### config.mk
export PLATFORM = sky130hd
export DESIGN_NAME = http_host_header_extractor
export DESIGN_NICKNAME = d
export VERILOG_FILES = /design/src/hhe_pkg.sv /design/src/http_host_header_extractor.sv /design/src/hhe_ram.sv /design/src/hhe_front.sv /design/src/hhe_cmd_fifo.sv /design/src/hhe_back.sv
export SDC_FILE = /design/constraint.sdc
export NUM_CORES = 1
export LEC_CHECK = 0
export ABC_CLOCK_PERIOD_IN_PS = 6070
export BUFFER_PORTS_ARGS = -buffer_cell sky130_fd_sc_hd__buf_2
export CORE_UTILIZATION = 50
export DETAILED_ROUTE_END_ITERATION = 8
export PLACE_DENSITY = 0.76
export REMOVE_ABC_BUFFERS = 1
export SLEW_MARGIN = 25
export SYNTH_ARGS = -nofsm -noshare
export SYNTH_HDL_FRONTEND = slang
export SYNTH_HIERARCHICAL = 1
export SYNTH_SLANG_ARGS = --single-unit
### constraint.sdc
create_clock -name clock -period 6.07 [get_ports clock]
set_input_delay 0.3035 -clock clock [delete_from_list [all_inputs] [get_ports clock]]
set_output_delay 0.3035 -clock clock [all_outputs]
set_load 0.005 [all_outputs]
### src/hhe_pkg.sv
package hhe_pkg;

   // Default size of the host value store, in bytes.
   localparam int HOST_MAX_DEF = 64;

   // Host limit register.
   localparam int              LIMIT_W        = 7;
   localparam logic [LIMIT_W-1:0] HOST_LIMIT_RST = 7'd63;

   // Pending blank counter saturates at its all-ones value.
   localparam int              PEND_W   = 7;
   localparam logic [PEND_W-1:0] PEND_SAT = '1;

   // Configuration port.
   localparam int CSR_ADDR_W = 3;
   localparam int CSR_DATA_W = 32;
   localparam logic [0:0] REG_HOST_LIMIT = 1'b0;

   // Command queue between the parser and the host unit (power of two).
   localparam int CMDQ_DEPTH = 4;

   // Length of the header name without its colon.
   localparam int NAME_LEN = 4;

   // Character codes.
   localparam logic [7:0] CHR_CR      = 8'h0d;
   localparam logic [7:0] CHR_LF      = 8'h0a;
   localparam logic [7:0] CHR_SP      = 8'h20;
   localparam logic [7:0] CHR_TAB     = 8'h09;
   localparam logic [7:0] CHR_COLON   = 8'h3a;
   localparam logic [7:0] CHR_LBRACK  = 8'h5b;
   localparam logic [7:0] CHR_RBRACK  = 8'h5d;
   localparam logic [7:0] CHR_UPPER_A = 8'h41;
   localparam logic [7:0] CHR_UPPER_Z = 8'h5a;
   localparam logic [7:0] CASE_BIT    = 8'h20;

   typedef enum logic [1:0] {
      CMD_CHAR,
      CMD_SPACE,
      CMD_FINISH,
      CMD_FAIL
   } cmd_op_type;

   typedef struct packed {
      cmd_op_type op;
      logic [7:0] data;
   } cmd_type;

   typedef struct packed {
      logic [7:0] data_byte;
      logic       request_end;
   } req_type;

   typedef struct packed {
      logic [7:0] host_char;
      logic       found;
      logic       last_char;
   } rsp_type;

   // Lowercase text of the header name.
   function automatic logic [7:0] name_char(input logic [1:0] idx);
      logic [7:0] c;
      unique case (idx)
         2'd0: c = 8'h68;
         2'd1: c = 8'h6f;
         2'd2: c = 8'h73;
         2'd3: c = 8'h74;
         default: c = 8'h74;
      endcase
      return c;
   endfunction

   function automatic logic [7:0] to_lower(input logic [7:0] b);
      logic [7:0] r;
      if (b >= CHR_UPPER_A && b <= CHR_UPPER_Z) begin
         r = b + CASE_BIT;
      end else begin
         r = b;
      end
      return r;
   endfunction

endpackage

### src/http_host_header_extractor.sv
// Channel   Direction  Handshake          Word
// req_      in         req_valid/ready    data_byte, request_end
// rsp_      out        rsp_valid/ready    host_char, found, last_char
// csr_      in/out     APB, pready = 1    host_limit at byte address 0
//
// The parser takes one request byte per cycle while the command queue has
// room. A CR that turns out not to be followed by LF is replayed as line
// content before the byte after it, which waits meanwhile. Host bytes travel
// through a four-entry command queue to the host unit, which writes one byte
// per cycle into the value store; a run of blanks that is kept inside the
// value is written there one space per cycle when the next non-blank byte
// arrives, so the blanks stall the parser only when the queue fills. At the
// end of the host line the host unit reads the store and sends one result
// word per cycle while the result channel takes them. Reset is synchronous
// and needs no clearing pass: the store is only read at entries written in
// the same request. The result register lets the host unit keep working
// while a finished word waits for rsp_ready; a stalled result channel holds
// the host unit, then the queue, then the request channel.
module http_host_header_extractor #(
   parameter int HOST_MAX = hhe_pkg::HOST_MAX_DEF
) (
   input  logic                           clock,
   input  logic                           reset,
   input  logic                           req_valid,
   output logic                           req_ready,
   input  hhe_pkg::req_type               req_data,
   output logic                           rsp_valid,
   input  logic                           rsp_ready,
   output hhe_pkg::rsp_type               rsp_data,
   input  logic                           csr_psel,
   input  logic                           csr_penable,
   input  logic                           csr_pwrite,
   input  logic [hhe_pkg::CSR_ADDR_W-1:0] csr_paddr,
   input  logic [hhe_pkg::CSR_DATA_W-1:0] csr_pwdata,
   output logic [hhe_pkg::CSR_DATA_W-1:0] csr_prdata,
   output logic                           csr_pready
);

   import hhe_pkg::*;

   logic [LIMIT_W-1:0] host_limit_ff, host_limit_in;
   logic               limit_sel;
   logic               csr_wr;

   logic               cmd_push;
   cmd_type            cmd_in;
   logic               cmd_full;
   logic               cmd_pop;
   logic               cmd_valid;
   cmd_type            cmd_head;

   // Registers sit at word addresses; the low two address bits are ignored.
   assign limit_sel = (csr_paddr[CSR_ADDR_W-1:2] == REG_HOST_LIMIT);
   assign csr_wr    = csr_psel && csr_penable && csr_pwrite && limit_sel;
   assign csr_pready = 1'b1;
   assign csr_prdata = limit_sel ? CSR_DATA_W'(host_limit_ff) : '0;

   assign host_limit_in = csr_wr ? csr_pwdata[LIMIT_W-1:0] : host_limit_ff;

   always_ff @(posedge clock) begin
      if (reset) begin
         host_limit_ff <= HOST_LIMIT_RST;
      end else begin
         host_limit_ff <= host_limit_in;
      end
   end

   // Line splitter and header-name matcher.
   hhe_front u_front (
      .clock     (clock),
      .reset     (reset),
      .req_valid (req_valid),
      .req_ready (req_ready),
      .req_data  (req_data),
      .cmd_full  (cmd_full),
      .cmd_push  (cmd_push),
      .cmd_data  (cmd_in)
   );

   // Decouples the parser from the host unit.
   hhe_cmd_fifo u_cmdq (
      .clock     (clock),
      .reset     (reset),
      .push      (cmd_push),
      .push_data (cmd_in),
      .full      (cmd_full),
      .pop       (cmd_pop),
      .not_empty (cmd_valid),
      .head      (cmd_head)
   );

   // Trims, stores and checks the host value, then sends the result words.
   hhe_back #(
      .HOST_MAX (HOST_MAX)
   ) u_back (
      .clock      (clock),
      .reset      (reset),
      .host_limit (host_limit_ff),
      .cmd_valid  (cmd_valid),
      .cmd_head   (cmd_head),
      .cmd_pop    (cmd_pop),
      .rsp_valid  (rsp_valid),
      .rsp_ready  (rsp_ready),
      .rsp_data   (rsp_data)
   );

endmodule

### src/hhe_ram.sv
module hhe_ram #(
   parameter int WIDTH = 8,
   parameter int DEPTH = 64
) (
   input  logic                     clock,
   input  logic                     wr_en,
   input  logic [$clog2(DEPTH)-1:0] wr_addr,
   input  logic [WIDTH-1:0]         wr_data,
   input  logic [$clog2(DEPTH)-1:0] rd_addr,
   output logic [WIDTH-1:0]         rd_data
);

   logic [WIDTH-1:0] mem_ff [DEPTH];
   logic [WIDTH-1:0] rd_data_ff;

   always_ff @(posedge clock) begin
      if (wr_en) begin
         mem_ff[wr_addr] <= wr_data;
      end
      rd_data_ff <= mem_ff[rd_addr];
   end

   assign rd_data = rd_data_ff;

endmodule

### src/hhe_front.sv
module hhe_front (
   input  logic             clock,
   input  logic             reset,
   input  logic             req_valid,
   output logic             req_ready,
   input  hhe_pkg::req_type req_data,
   input  logic             cmd_full,
   output logic             cmd_push,
   output hhe_pkg::cmd_type cmd_data
);

   import hhe_pkg::*;

   localparam logic [2:0] PH_LINE_START = 3'd0;
   localparam logic [2:0] PH_OTHER_LINE = 3'd1;
   localparam logic [2:0] PH_HOST_LEAD  = 3'd2;
   localparam logic [2:0] PH_HOST_VALUE = 3'd3;
   localparam logic [2:0] PH_DONE       = 3'd4;

   logic [2:0] phase_ff, phase_in;
   logic [2:0] pos_ff, pos_in;
   logic       pend_cr_ff, pend_cr_in;

   logic       is_end;
   logic       live;
   logic       inject;
   logic       accept;
   logic       content_en;
   logic [7:0] cb;
   logic       blank;
   logic       name_ok;

   assign is_end = req_data.request_end || (req_data.data_byte == 8'd0);
   assign live   = (phase_ff != PH_DONE);
   // A held CR that is not followed by LF is line content; it is replayed
   // on its own cycle before the byte that follows it.
   assign inject = req_valid && !is_end && live && pend_cr_ff
                   && (req_data.data_byte != CHR_LF);
   assign req_ready = !cmd_full && !inject;
   assign accept    = req_valid && req_ready;

   assign cb      = inject ? CHR_CR : req_data.data_byte;
   assign blank   = (cb == CHR_SP) || (cb == CHR_TAB);
   assign name_ok = (pos_ff < 3'(NAME_LEN)) ? ((cb | CASE_BIT) == name_char(pos_ff[1:0]))
                                            : (cb == CHR_COLON);

   always_comb begin
      phase_in      = phase_ff;
      pos_in        = pos_ff;
      pend_cr_in    = pend_cr_ff;
      content_en    = 1'b0;
      cmd_push      = 1'b0;
      cmd_data.op   = CMD_FAIL;
      cmd_data.data = 8'd0;

      if (inject && !cmd_full) begin
         content_en = 1'b1;
         pend_cr_in = 1'b0;
      end else if (accept) begin
         priority if (is_end) begin
            if (live) begin
               cmd_push    = 1'b1;
               cmd_data.op = CMD_FAIL;
            end
            phase_in   = PH_LINE_START;
            pos_in     = 3'd0;
            pend_cr_in = 1'b0;
         end else if (!live) begin
            phase_in = PH_DONE;
         end else if (req_data.data_byte == CHR_CR) begin
            pend_cr_in = 1'b1;
         end else if (pend_cr_ff) begin
            // Only LF gets here with a held CR: the line ends.
            pend_cr_in = 1'b0;
            priority if (phase_ff == PH_LINE_START && pos_ff == 3'd0) begin
               phase_in    = PH_DONE;
               cmd_push    = 1'b1;
               cmd_data.op = CMD_FAIL;
            end else if (phase_ff == PH_HOST_LEAD || phase_ff == PH_HOST_VALUE) begin
               phase_in    = PH_DONE;
               cmd_push    = 1'b1;
               cmd_data.op = CMD_FINISH;
            end else begin
               phase_in = PH_LINE_START;
               pos_in   = 3'd0;
            end
         end else begin
            content_en = 1'b1;
         end
      end

      if (content_en) begin
         unique case (phase_ff)
            PH_LINE_START: begin
               pos_in = pos_ff + 3'd1;
               if (!name_ok) begin
                  phase_in = PH_OTHER_LINE;
               end else if (pos_ff == 3'(NAME_LEN)) begin
                  phase_in = PH_HOST_LEAD;
               end
            end
            PH_HOST_LEAD: begin
               if (!blank) begin
                  phase_in      = PH_HOST_VALUE;
                  cmd_push      = 1'b1;
                  cmd_data.op   = CMD_CHAR;
                  cmd_data.data = to_lower(cb);
               end
            end
            PH_HOST_VALUE: begin
               cmd_push      = 1'b1;
               cmd_data.op   = blank ? CMD_SPACE : CMD_CHAR;
               cmd_data.data = to_lower(cb);
            end
            default: begin
               phase_in = phase_ff;
            end
         endcase
      end
   end

   always_ff @(posedge clock) begin
      if (reset) begin
         phase_ff   <= PH_LINE_START;
         pos_ff     <= 3'd0;
         pend_cr_ff <= 1'b0;
      end else begin
         phase_ff   <= phase_in;
         pos_ff     <= pos_in;
         pend_cr_ff <= pend_cr_in;
      end
   end

endmodule

### src/hhe_cmd_fifo.sv
module hhe_cmd_fifo (
   input  logic             clock,
   input  logic             reset,
   input  logic             push,
   input  hhe_pkg::cmd_type push_data,
   output logic             full,
   input  logic             pop,
   output logic             not_empty,
   output hhe_pkg::cmd_type head
);

   import hhe_pkg::*;

   localparam int PTR_W = $clog2(CMDQ_DEPTH);
   localparam int CNT_W = $clog2(CMDQ_DEPTH + 1);

   cmd_type            entry_ff [CMDQ_DEPTH];
   logic [PTR_W-1:0]   wr_ptr_ff, wr_ptr_in;
   logic [PTR_W-1:0]   rd_ptr_ff, rd_ptr_in;
   logic [CNT_W-1:0]   count_ff, count_in;

   assign full      = (count_ff == CNT_W'(CMDQ_DEPTH));
   assign not_empty = (count_ff != '0);
   assign head      = entry_ff[rd_ptr_ff];

   always_comb begin
      wr_ptr_in = push ? wr_ptr_ff + PTR_W'(1) : wr_ptr_ff;
      rd_ptr_in = pop  ? rd_ptr_ff + PTR_W'(1) : rd_ptr_ff;
      unique case ({push, pop})
         2'b10:   count_in = count_ff + CNT_W'(1);
         2'b01:   count_in = count_ff - CNT_W'(1);
         default: count_in = count_ff;
      endcase
   end

   always_ff @(posedge clock) begin
      if (push) begin
         entry_ff[wr_ptr_ff] <= push_data;
      end
   end

   always_ff @(posedge clock) begin
      if (reset) begin
         wr_ptr_ff <= '0;
         rd_ptr_ff <= '0;
         count_ff  <= '0;
      end else begin
         wr_ptr_ff <= wr_ptr_in;
         rd_ptr_ff <= rd_ptr_in;
         count_ff  <= count_in;
      end
   end

   a_count_bound: assert property (@(posedge clock) disable iff (reset)
      count_ff <= CNT_W'(CMDQ_DEPTH))
      else $error("command queue count above depth");

   a_no_overflow: assert property (@(posedge clock) disable iff (reset)
      push |-> !full)
      else $error("command pushed into a full queue");

   a_no_underflow: assert property (@(posedge clock) disable iff (reset)
      pop |-> not_empty)
      else $error("command popped from an empty queue");

endmodule

### src/hhe_back.sv
module hhe_back #(
   parameter int HOST_MAX = hhe_pkg::HOST_MAX_DEF
) (
   input  logic                         clock,
   input  logic                         reset,
   input  logic [hhe_pkg::LIMIT_W-1:0]  host_limit,
   input  logic                         cmd_valid,
   input  hhe_pkg::cmd_type             cmd_head,
   output logic                         cmd_pop,
   output logic                         rsp_valid,
   input  logic                         rsp_ready,
   output hhe_pkg::rsp_type             rsp_data
);

   import hhe_pkg::*;

   localparam int ADDR_W = $clog2(HOST_MAX);
   localparam int CNT_W  = $clog2(HOST_MAX + 1);
   localparam int SUM_W  = LIMIT_W + 1;

   localparam logic [1:0] B_IDLE = 2'd0;
   localparam logic [1:0] B_FILL = 2'd1;
   localparam logic [1:0] B_EMIT = 2'd2;

   logic [1:0]        state_ff, state_in;
   logic [CNT_W-1:0]  stored_ff, stored_in;
   logic [PEND_W-1:0] pend_ff, pend_in;
   logic              too_long_ff, too_long_in;
   logic              colon_vld_ff, colon_vld_in;
   logic [ADDR_W-1:0] colon_pos_ff, colon_pos_in;
   logic              close_vld_ff, close_vld_in;
   logic [ADDR_W-1:0] close_pos_ff, close_pos_in;
   logic              bracket_ff, bracket_in;
   logic [7:0]        char_ff, char_in;
   logic [ADDR_W-1:0] emit_idx_ff, emit_idx_in;
   logic [ADDR_W-1:0] emit_end_ff, emit_end_in;
   logic              rsp_valid_ff, rsp_valid_in;
   rsp_type           rsp_data_ff, rsp_data_in;

   logic              wr_en;
   logic [7:0]        wr_data;
   logic [7:0]        rd_data;
   logic              clr;
   logic              out_free;
   logic [LIMIT_W-1:0] limit_eff;
   logic [SUM_W-1:0]  len_sum;
   logic              commit_over;
   logic [CNT_W-1:0]  n_plain;
   logic              finish_fail;
   logic [ADDR_W-1:0] finish_start;
   logic [ADDR_W-1:0] finish_end;
   logic              is_last;

   hhe_ram #(
      .WIDTH (8),
      .DEPTH (HOST_MAX)
   ) u_store (
      .clock   (clock),
      .wr_en   (wr_en),
      .wr_addr (stored_ff[ADDR_W-1:0]),
      .wr_data (wr_data),
      .rd_addr (emit_idx_in),
      .rd_data (rd_data)
   );

   assign out_free  = !rsp_valid_ff || rsp_ready;
   assign limit_eff = (host_limit > LIMIT_W'(HOST_MAX)) ? LIMIT_W'(HOST_MAX) : host_limit;
   assign len_sum   = SUM_W'(stored_ff) + SUM_W'(pend_ff) + SUM_W'(1);
   assign commit_over = (len_sum > SUM_W'(limit_eff));

   assign n_plain = colon_vld_ff ? CNT_W'(colon_pos_ff) : stored_ff;
   assign finish_fail = too_long_ff || (stored_ff == '0)
                        || (LIMIT_W'(stored_ff) > limit_eff)
                        || (bracket_ff ? (!close_vld_ff || close_pos_ff == ADDR_W'(1))
                                       : (n_plain == '0));
   assign finish_start = bracket_ff ? ADDR_W'(1) : '0;
   assign finish_end   = bracket_ff ? close_pos_ff - ADDR_W'(1)
                                    : ADDR_W'(n_plain - CNT_W'(1));
   assign is_last = (emit_idx_ff == emit_end_ff);

   always_comb begin
      state_in     = state_ff;
      stored_in    = stored_ff;
      pend_in      = pend_ff;
      too_long_in  = too_long_ff;
      colon_vld_in = colon_vld_ff;
      colon_pos_in = colon_pos_ff;
      close_vld_in = close_vld_ff;
      close_pos_in = close_pos_ff;
      bracket_in   = bracket_ff;
      char_in      = char_ff;
      emit_idx_in  = emit_idx_ff;
      emit_end_in  = emit_end_ff;
      rsp_valid_in = rsp_valid_ff && !rsp_ready;
      rsp_data_in  = rsp_data_ff;
      wr_en        = 1'b0;
      wr_data      = CHR_SP;
      clr          = 1'b0;
      cmd_pop      = 1'b0;

      unique case (state_ff)
         B_IDLE: begin
            if (cmd_valid && (out_free || cmd_head.op == CMD_CHAR
                              || cmd_head.op == CMD_SPACE)) begin
               cmd_pop = 1'b1;
               unique case (cmd_head.op)
                  CMD_CHAR: begin
                     if (!too_long_ff) begin
                        priority if (commit_over) begin
                           too_long_in = 1'b1;
                        end else if (pend_ff == '0) begin
                           wr_en   = 1'b1;
                           wr_data = cmd_head.data;
                        end else begin
                           wr_en    = 1'b1;
                           pend_in  = pend_ff - PEND_W'(1);
                           char_in  = cmd_head.data;
                           state_in = B_FILL;
                        end
                     end
                  end
                  CMD_SPACE: begin
                     if (pend_ff != PEND_SAT) begin
                        pend_in = pend_ff + PEND_W'(1);
                     end
                  end
                  CMD_FAIL: begin
                     clr                   = 1'b1;
                     rsp_valid_in          = 1'b1;
                     rsp_data_in.host_char = 8'd0;
                     rsp_data_in.found     = 1'b0;
                     rsp_data_in.last_char = 1'b1;
                  end
                  CMD_FINISH: begin
                     clr = 1'b1;
                     if (finish_fail) begin
                        rsp_valid_in          = 1'b1;
                        rsp_data_in.host_char = 8'd0;
                        rsp_data_in.found     = 1'b0;
                        rsp_data_in.last_char = 1'b1;
                     end else begin
                        emit_idx_in = finish_start;
                        emit_end_in = finish_end;
                        state_in    = B_EMIT;
                     end
                  end
               endcase
            end
         end
         B_FILL: begin
            wr_en = 1'b1;
            if (pend_ff == '0) begin
               wr_data  = char_ff;
               state_in = B_IDLE;
            end else begin
               pend_in = pend_ff - PEND_W'(1);
            end
         end
         B_EMIT: begin
            if (out_free) begin
               rsp_valid_in          = 1'b1;
               rsp_data_in.host_char = rd_data;
               rsp_data_in.found     = 1'b1;
               rsp_data_in.last_char = is_last;
               if (is_last) begin
                  state_in = B_IDLE;
               end else begin
                  emit_idx_in = emit_idx_ff + ADDR_W'(1);
               end
            end
         end
         default: begin
            state_in = B_IDLE;
         end
      endcase

      if (wr_en) begin
         stored_in = stored_ff + CNT_W'(1);
         if (wr_data == CHR_COLON && !colon_vld_ff) begin
            colon_vld_in = 1'b1;
            colon_pos_in = stored_ff[ADDR_W-1:0];
         end
         if (wr_data == CHR_RBRACK && !close_vld_ff) begin
            close_vld_in = 1'b1;
            close_pos_in = stored_ff[ADDR_W-1:0];
         end
         if (stored_ff == '0) begin
            bracket_in = (wr_data == CHR_LBRACK);
         end
      end

      if (clr) begin
         stored_in    = '0;
         pend_in      = '0;
         too_long_in  = 1'b0;
         colon_vld_in = 1'b0;
         close_vld_in = 1'b0;
         bracket_in   = 1'b0;
      end
   end

   always_ff @(posedge clock) begin
      if (reset) begin
         state_ff     <= B_IDLE;
         stored_ff    <= '0;
         pend_ff      <= '0;
         too_long_ff  <= 1'b0;
         colon_vld_ff <= 1'b0;
         close_vld_ff <= 1'b0;
         bracket_ff   <= 1'b0;
         rsp_valid_ff <= 1'b0;
      end else begin
         state_ff     <= state_in;
         stored_ff    <= stored_in;
         pend_ff      <= pend_in;
         too_long_ff  <= too_long_in;
         colon_vld_ff <= colon_vld_in;
         close_vld_ff <= close_vld_in;
         bracket_ff   <= bracket_in;
         rsp_valid_ff <= rsp_valid_in;
      end
   end

   always_ff @(posedge clock) begin
      colon_pos_ff <= colon_pos_in;
      close_pos_ff <= close_pos_in;
      char_ff      <= char_in;
      emit_idx_ff  <= emit_idx_in;
      emit_end_ff  <= emit_end_in;
      rsp_data_ff  <= rsp_data_in;
   end

   assign rsp_valid = rsp_valid_ff;
   assign rsp_data  = rsp_data_ff;

   a_emit_in_range: assert property (@(posedge clock) disable iff (reset)
      (state_ff == B_EMIT) |-> (emit_idx_ff <= emit_end_ff))
      else $error("emit index ran past the end of the host name");

   a_store_bound: assert property (@(posedge clock) disable iff (reset)
      stored_ff <= CNT_W'(HOST_MAX))
      else $error("stored byte count above store size");

   a_fail_word: assert property (@(posedge clock) disable iff (reset)
      (rsp_valid_ff && !rsp_data_ff.found)
         |-> (rsp_data_ff.last_char && rsp_data_ff.host_char == 8'd0))
      else $error("fail word is not a single zero last word");

endmodule

; ---- Word level (Yosys, flattened, before mapping)
; Memory sizes are Yosys's and may differ from the RTL's. A register that Yosys moved wholly into a read port is not among the register bits.
; Cells that the tools add are included.
[totals]
out_inout_bits = 45
reg_bits = 84
ramBits = 552
mem_count = 2
[classes]
n_eq_ne = 41
addsub = 14
bitwise_logic = 5
muxes = 125
n_reduce_logical = 60
magnitude_cmp = 6
[mem_list]
columns = name, words, word_bits, rd, rd_ports_with_merged_regs, wr, line_no
row1 = u_back.u_store.mem_ff, 64, 8, 1, 1, 1, hhe_ram.sv:13  ; logic [WIDTH-1:0] mem_ff [DEPTH];
row2 = u_cmdq.entry_ff, 4, 10, 1, 1, 1, hhe_cmd_fifo.sv:17  ; cmd_type entry_ff [CMDQ_DEPTH];
[ops]
columns = operator, n
row1 = 3-bit two-way mux, 22
row2 = 8-bit two-way mux, 8
row3 = 10-bit case mux with 2 select lines, 3
row4 = 7-bit two-way mux, 8
row5 = 10-bit two-way mux, 5
row6 = 1-bit two-way mux, 43
row7 = 6-bit two-way mux, 6
row8 = 2-bit two-way mux, 17
row9 = 8-bit case mux with 4 select lines, 1
row10 = 7-bit case mux with 2 select lines, 2
row11 = "8-bit by 6-bit == test with 1-bit output, second input constant", 3
row12 = 7-bit zero test, 3
row13 = "3-bit inequality test, second input constant", 7
row14 = "8-bit by 4-bit == test with 1-bit output, second input constant", 2
row15 = "8-bit by 7-bit == test with 1-bit output, second input constant", 2
row16 = 1-bit logical AND, 16
row17 = 8-bit case mux with 2 select lines, 1
row18 = "7-bit by 1-bit adder with 7-bit output, second input constant", 2
row19 = "2-bit == test, second input constant", 6
row20 = 6-bit case mux with 2 select lines, 1
row21 = 6-bit AND reduction, 2
row22 = "6-bit by 1-bit subtractor with 6-bit output, second input constant", 2
row23 = 1-bit logical OR, 10
row24 = 3-bit case mux with 3 select lines, 1
row25 = 43 further kinds, 78

; ---- Depth between registers and ports, before layout
[logic_depth]
ltp_word = 17
ltp_mapped = 20
depth_no_buf = 20

; ---- Modules after synthesis
; Netlist, hierarchy kept.
[modules_own_cells]
columns = module, cells_per_inst, area_per_inst_um2, instances, seq_area_each_um2
row1 = hhe_ram, 972, 20190.6, 1, 15534.9
row2 = hhe_back, 436, 4186.5, 1, 1621.6
row3 = hhe_cmd_fifo, 99, 1878.1, 1, 1381.3
row4 = hhe_front, 149, 1036.0, 1, 140.1
row5 = http_host_header_extractor, 66, 556.8, 1, 140.1

; ---- Worst setup path before layout
; No wires, ideal clock.
[synth_timing]
kind = register -> register
startpoint = reg u_back.stored_ff[0]
endpoint = mem u_back.u_store.mem_ff[0][4], data pin
required_time_ns = 5.571
setup_ns = 0.499
synth_period_minus_slack_ns = 4.854
setup_slack_ns = 1.216
arrival_time_ns = 4.355
path_stages_with_launch = 17
path_cell_list = dfxtp_1 > inv_1 > ha_1 > fa_1 > inv_1 > a21o_1 > a21oi_1 > o21bai_1 > a21oi_1 > xnor2_1 > ha_1 > nand3_1 > nor2_2 > o21a_1 > and4_2 > a22oi_1 > nor2_1
[synth_via]
elab_chain_cells = 8
[synth_lines]
columns = element, line_no
row1 = from (decl), hhe_back.sv:26  ; logic [CNT_W-1:0] stored_ff, stored_in;
row2 = from (signal assigned), hhe_back.sv:214  ; stored_ff <= stored_in;
row3 = 7-bit by 7-bit adder with 8-bit output, hhe_back.sv:68  ; assign len_sum = SUM_W'(stored_ff) + SUM_W'(pend_ff) + SUM_W'(1);
row4 = 8-bit by 1-bit adder with 8-bit output, hhe_back.sv:68
row5 = 8-bit by 7-bit greater-than comparator with 1-bit output, hhe_back.sv:69  ; assign commit_over = (len_sum > SUM_W'(limit_eff));
row6 = 8-bit two-way mux, hhe_back.sv:109  ; priority if (commit_over) begin
row7 = 8-bit two-way mux, hhe_back.sv:108  ; if (!too_long_ff) begin
row8 = 8-bit two-way mux, hhe_back.sv:106  ; unique case (cmd_head.op)
row9 = 8-bit two-way mux, hhe_back.sv:103  ; if (cmd_valid && (out_free || cmd_head.op == CMD_CHAR
row10 = 8-bit case mux with 2 select lines, hhe_back.sv:101  ; unique case (state_ff)
row11 = via u_back.wr_data[4], hhe_back.sv:41  ; logic [7:0] wr_data;
row12 = to (decl), hhe_ram.sv:13
; The timed path passes the listed nets, and every way through them passes these cells.

; ---- Final worst setup path
[layout_timing]
startpoint = reg u_back.pend_ff[0]
endpoint = mem u_back.u_store.mem_ff[33][1] (enable)
[layout_via]
elab_chain_cells = 10
[layout_lines]
columns = element, line_no
row1 = from (decl), hhe_back.sv:27  ; logic [PEND_W-1:0] pend_ff, pend_in;
row2 = from (signal assigned), hhe_back.sv:215  ; pend_ff <= pend_in;
row3 = 7-bit by 7-bit adder with 8-bit output, hhe_back.sv:68
row4 = 8-bit by 1-bit adder with 8-bit output, hhe_back.sv:68
row5 = 8-bit by 7-bit greater-than comparator with 1-bit output, hhe_back.sv:69
row6 = 1-bit two-way mux, hhe_back.sv:109
row7 = 1-bit two-way mux, hhe_back.sv:108
row8 = 1-bit two-way mux, hhe_back.sv:106
row9 = 1-bit two-way mux, hhe_back.sv:103
row10 = 1-bit case mux with 2 select lines, hhe_back.sv:101
row11 = via u_back.wr_en, hhe_back.sv:40  ; logic wr_en;
row12 = 1-bit two-way mux, hhe_ram.sv:17  ; if (wr_en) begin
row13 = 1-bit two-way mux (not written as such), hhe_ram.sv:18  ; mem_ff[wr_addr] <= wr_data;
; The timed path passes the listed nets, and every way through them passes these cells.

==> out/metrics.yaml <==
yosysMostFrequentCell: "edfxtp_1"
irDropWorstVdd_mv: 0.2608
antenna_found_initial: 0
drc: 0
portBuffers: 42
p_seq_share_pct: 50.3
via_count: 16098
cp_top_family: "simple AND/OR/NAND/NOR gates"
hp-class: "in -> reg"
multiInputGateArea_um2: 8401
nets: 1950
critPathLaunchType: "flip-flop"
core-area_um2: 55090
cp-end-kind: "flip-flop"
async_reset_ff_share_pct: 0
relSlewSlack_pct: 36.02
path_clk_slew_ps: 60
wl_per_cell_um: 23.58
min_path_cells: 3
dr.pass1.iters: 6
drv_cap: 0
cts_made_buffers: 66
dp_cells: 2529
area_delta_synth_final_pct: 13.21
drive_gt1_share_pct: 22.52
whs_ps: 124.1
drt_iter0_markers: 1771
ys.flop_type: "edfxtp_1"
rows: 86
rsz0062_at_grt: "false"
netlist_area_um2: 27850
grt_max_degree: 66
yosys-top-cells-count: "588 x edfxtp_1, 162 x nor2_1, 134 x mux4_2"
clk_path_buf_depth: 3
crit_type: "reg -> reg"
clockPowerShare_pct: 41.2
path_cells: "inv_1 > ha_1 > fa_1 > inv_1 > a21o_1 > a21oi_1 > o21bai_1 > a21oi_1 > xnor2_1 > ha_1 > nand3_1 > nor2_2 > o21ai_1 > o41ai_4 > nand2b_1 > inv_1 > nand2_1 > or3_1 > nor2_1"
timing.final.ws_setup_ps: 627.6
finalWeightedCongestion: 0.8776
design_area_um2: 31530
switching_share_pct: 22.19
synth-seq-cells: 646
power_density_nw_per_um2: 310.1
antennaDiodeCount: 0
cts_setup_buffers: 0
dpl_worst_slack_ps: 678.4
avgSynthCellArea_um2: 16.17
internal-power_mw: 7.607
maxSlewViolCount: 0
clock.fmax_mhz: 183.7
drt-total-wl_um: 62650
cts.sinks: 646
synth_top_area_share_pct: 63.40
min_period_ps: 5442
placed_cell_area_um2: 29300
grt_pass1_vias: 16267
power_mw: 9.776
postRouteAntennaNets: 0
die-width_um: 238
grt_pass1_wl_um: 95790
synth_area_leaders: "edfxtp_1 63%, mux4_2 11%, dfxtp_1 4.2%, nor2_1 2.2%, ha_1 1.8%"
slowest_stage: "nor2_1"
synth_area_leader_cell: "edfxtp_1"
clk_latency_ps: 610
ys_types: 92
hold_viol: 0
grt_overflow_total: 0
crit_top_cell: "inv_1"
synth-edff-count: 588
cp_num_cells: 19
worstPathRequired_ps: 6300
seqCellArea_um2: 18820
finalCritPeriodShare_pct: 89.66
crit_path_max_incr_delay_ps: 640
htreeDepth: 3
dp_hpwl_um: 40360
worstMarginPinSlew_ps: 959.8
io_pins: 96
combPwrFrac_pct: 8.5
setup_tns_ps: 0
p_leak_nw: 9.995
post-route-util_pct: 57.23
die_area_um2: 56640
cp.arrival_ps: 5670
outcome: "finished clean"
fillers: 4150
die_y_um: 238
setup_viol: 0
cts-root-buf: "clkbuf_16"
ys_warn_count: 6
initial_core_util_pct: 50.55
cp_num_buf_inv: 3
cp_max_fo: 11
grt_usage_pct: 22.45
syn_inst: 1722
fin_skew_ps: 21.84
r2r_cells: 19
tritoncts: "yes"
seq_area_frac_synth_pct: 67.57
viasPerCell: 6.059
final_cells: 2657
switchingPower_mw: 2.169
cells by family after synthesis:
| family | share of synthesized area, % |
|---|---|
| compound gates | 5.765 |
| xor+xnor | 0.9436 |
| fa+ha+maj | 1.941 |
| buf+inv | 2.853 |
| flops | 67.57 |
| mux | 12.18 |
| other cells | 0.02697 |
| simple gates | 8.721 |
layer usage:
metal,wire [um],track usage (%),up-vias,part of all wire (%)
met2,30530,36.79,778,49
met5,0,0,-,0
met1,24920,29.71,8161,40
li1,-,-,7027,-
met3,5233,4.755,132,8.4
met4,1959,8.197,0,3.1
cell type report:
type,count,share of cell area (%)
Sequential cell,646,59.69
Inverter,38,0.4564
Clock buffer,83,5.473
Tap cell,748,2.968
Clock inverter,37,1.278
Timing Repair Buffer,149,3.492
Multi-Input combinational cell,956,26.65
final timing paths:
| path | end | slack (ps) | start |
|---|---|---|---|
| max | u_back/u_store/mem_ff[33][1] | 630 | u_back/pend_ff[0] |
| min | u_back/rsp_valid | 120 | rsp_ready |
| max reg2reg | u_back/u_store/mem_ff[33][1] | 630 | u_back/pend_ff[0] |
| min reg2reg | u_back/rsp_data[3] | 510 | u_back/u_store/rd_data[1] |
power groups by stage:
stage	Sequential [mW]	Combinational (mW)	Clock, mW
after floorplan	5.02	0.680	0
after global placement	5.01	0.788	0
after detailed placement	5.01	0.811	0
after CTS	4.92	0.822	4.07
after global routing	4.93	0.896	4.25
final	4.92	0.827	4.03
worst reg2reg max path: stages (launching register included):
cell and delay (ps):
dfxtp_1 440, inv_1 140, ha_1 260, fa_1 420, inv_1 70, a21o_1 110
a21oi_1 100, o21bai_1 160, a21oi_1 100, xnor2_1 130, ha_1 300, nand3_1 140
nor2_2 230, o21ai_1 260, o41ai_4 430, nand2b_1 180, inv_1 380, nand2_1 130
or3_1 460, nor2_1 640
flip-flops by register name, summed over array words and instances, names as in the netlist, 3 cells and up, named ones only:
register / flops
u_cmdq/count_ff: 3
u_front/pos_ff: 3
u_back/rsp_data: 10
u_back/colon_pos_ff: 6
u_back/char_ff: 8
u_back/pend_ff: 7
u_back/u_store/rd_data: 8
u_back/emit_end_ff: 6
u_back/u_store/mem_ff: 512
u_back/stored_ff: 7
u_cmdq/entry_ff: 40
host_limit_ff: 7
u_front/phase_ff: 3
u_back/emit_idx_ff: 6
u_back/close_pos_ff: 6
layout by cell type (no fill, tap or decap), types with 40 or more instances in the layout:
cell type,count
nand2_1,72
buf_2,42
dfxtp_1,58
buf_4,95
nor2_1,160
edfxtp_1,588
ha_1,40
clkbuf_16,66
nand3_1,41
mux4_2,134
repair_timing:
action | 4_1_cts | 5_1_grt
hold buffers | 7 | 0
endpoints found under the hold margin | 7 | 0
resized for setup | 0 | 0
Power figures use the tool's default switching activity.
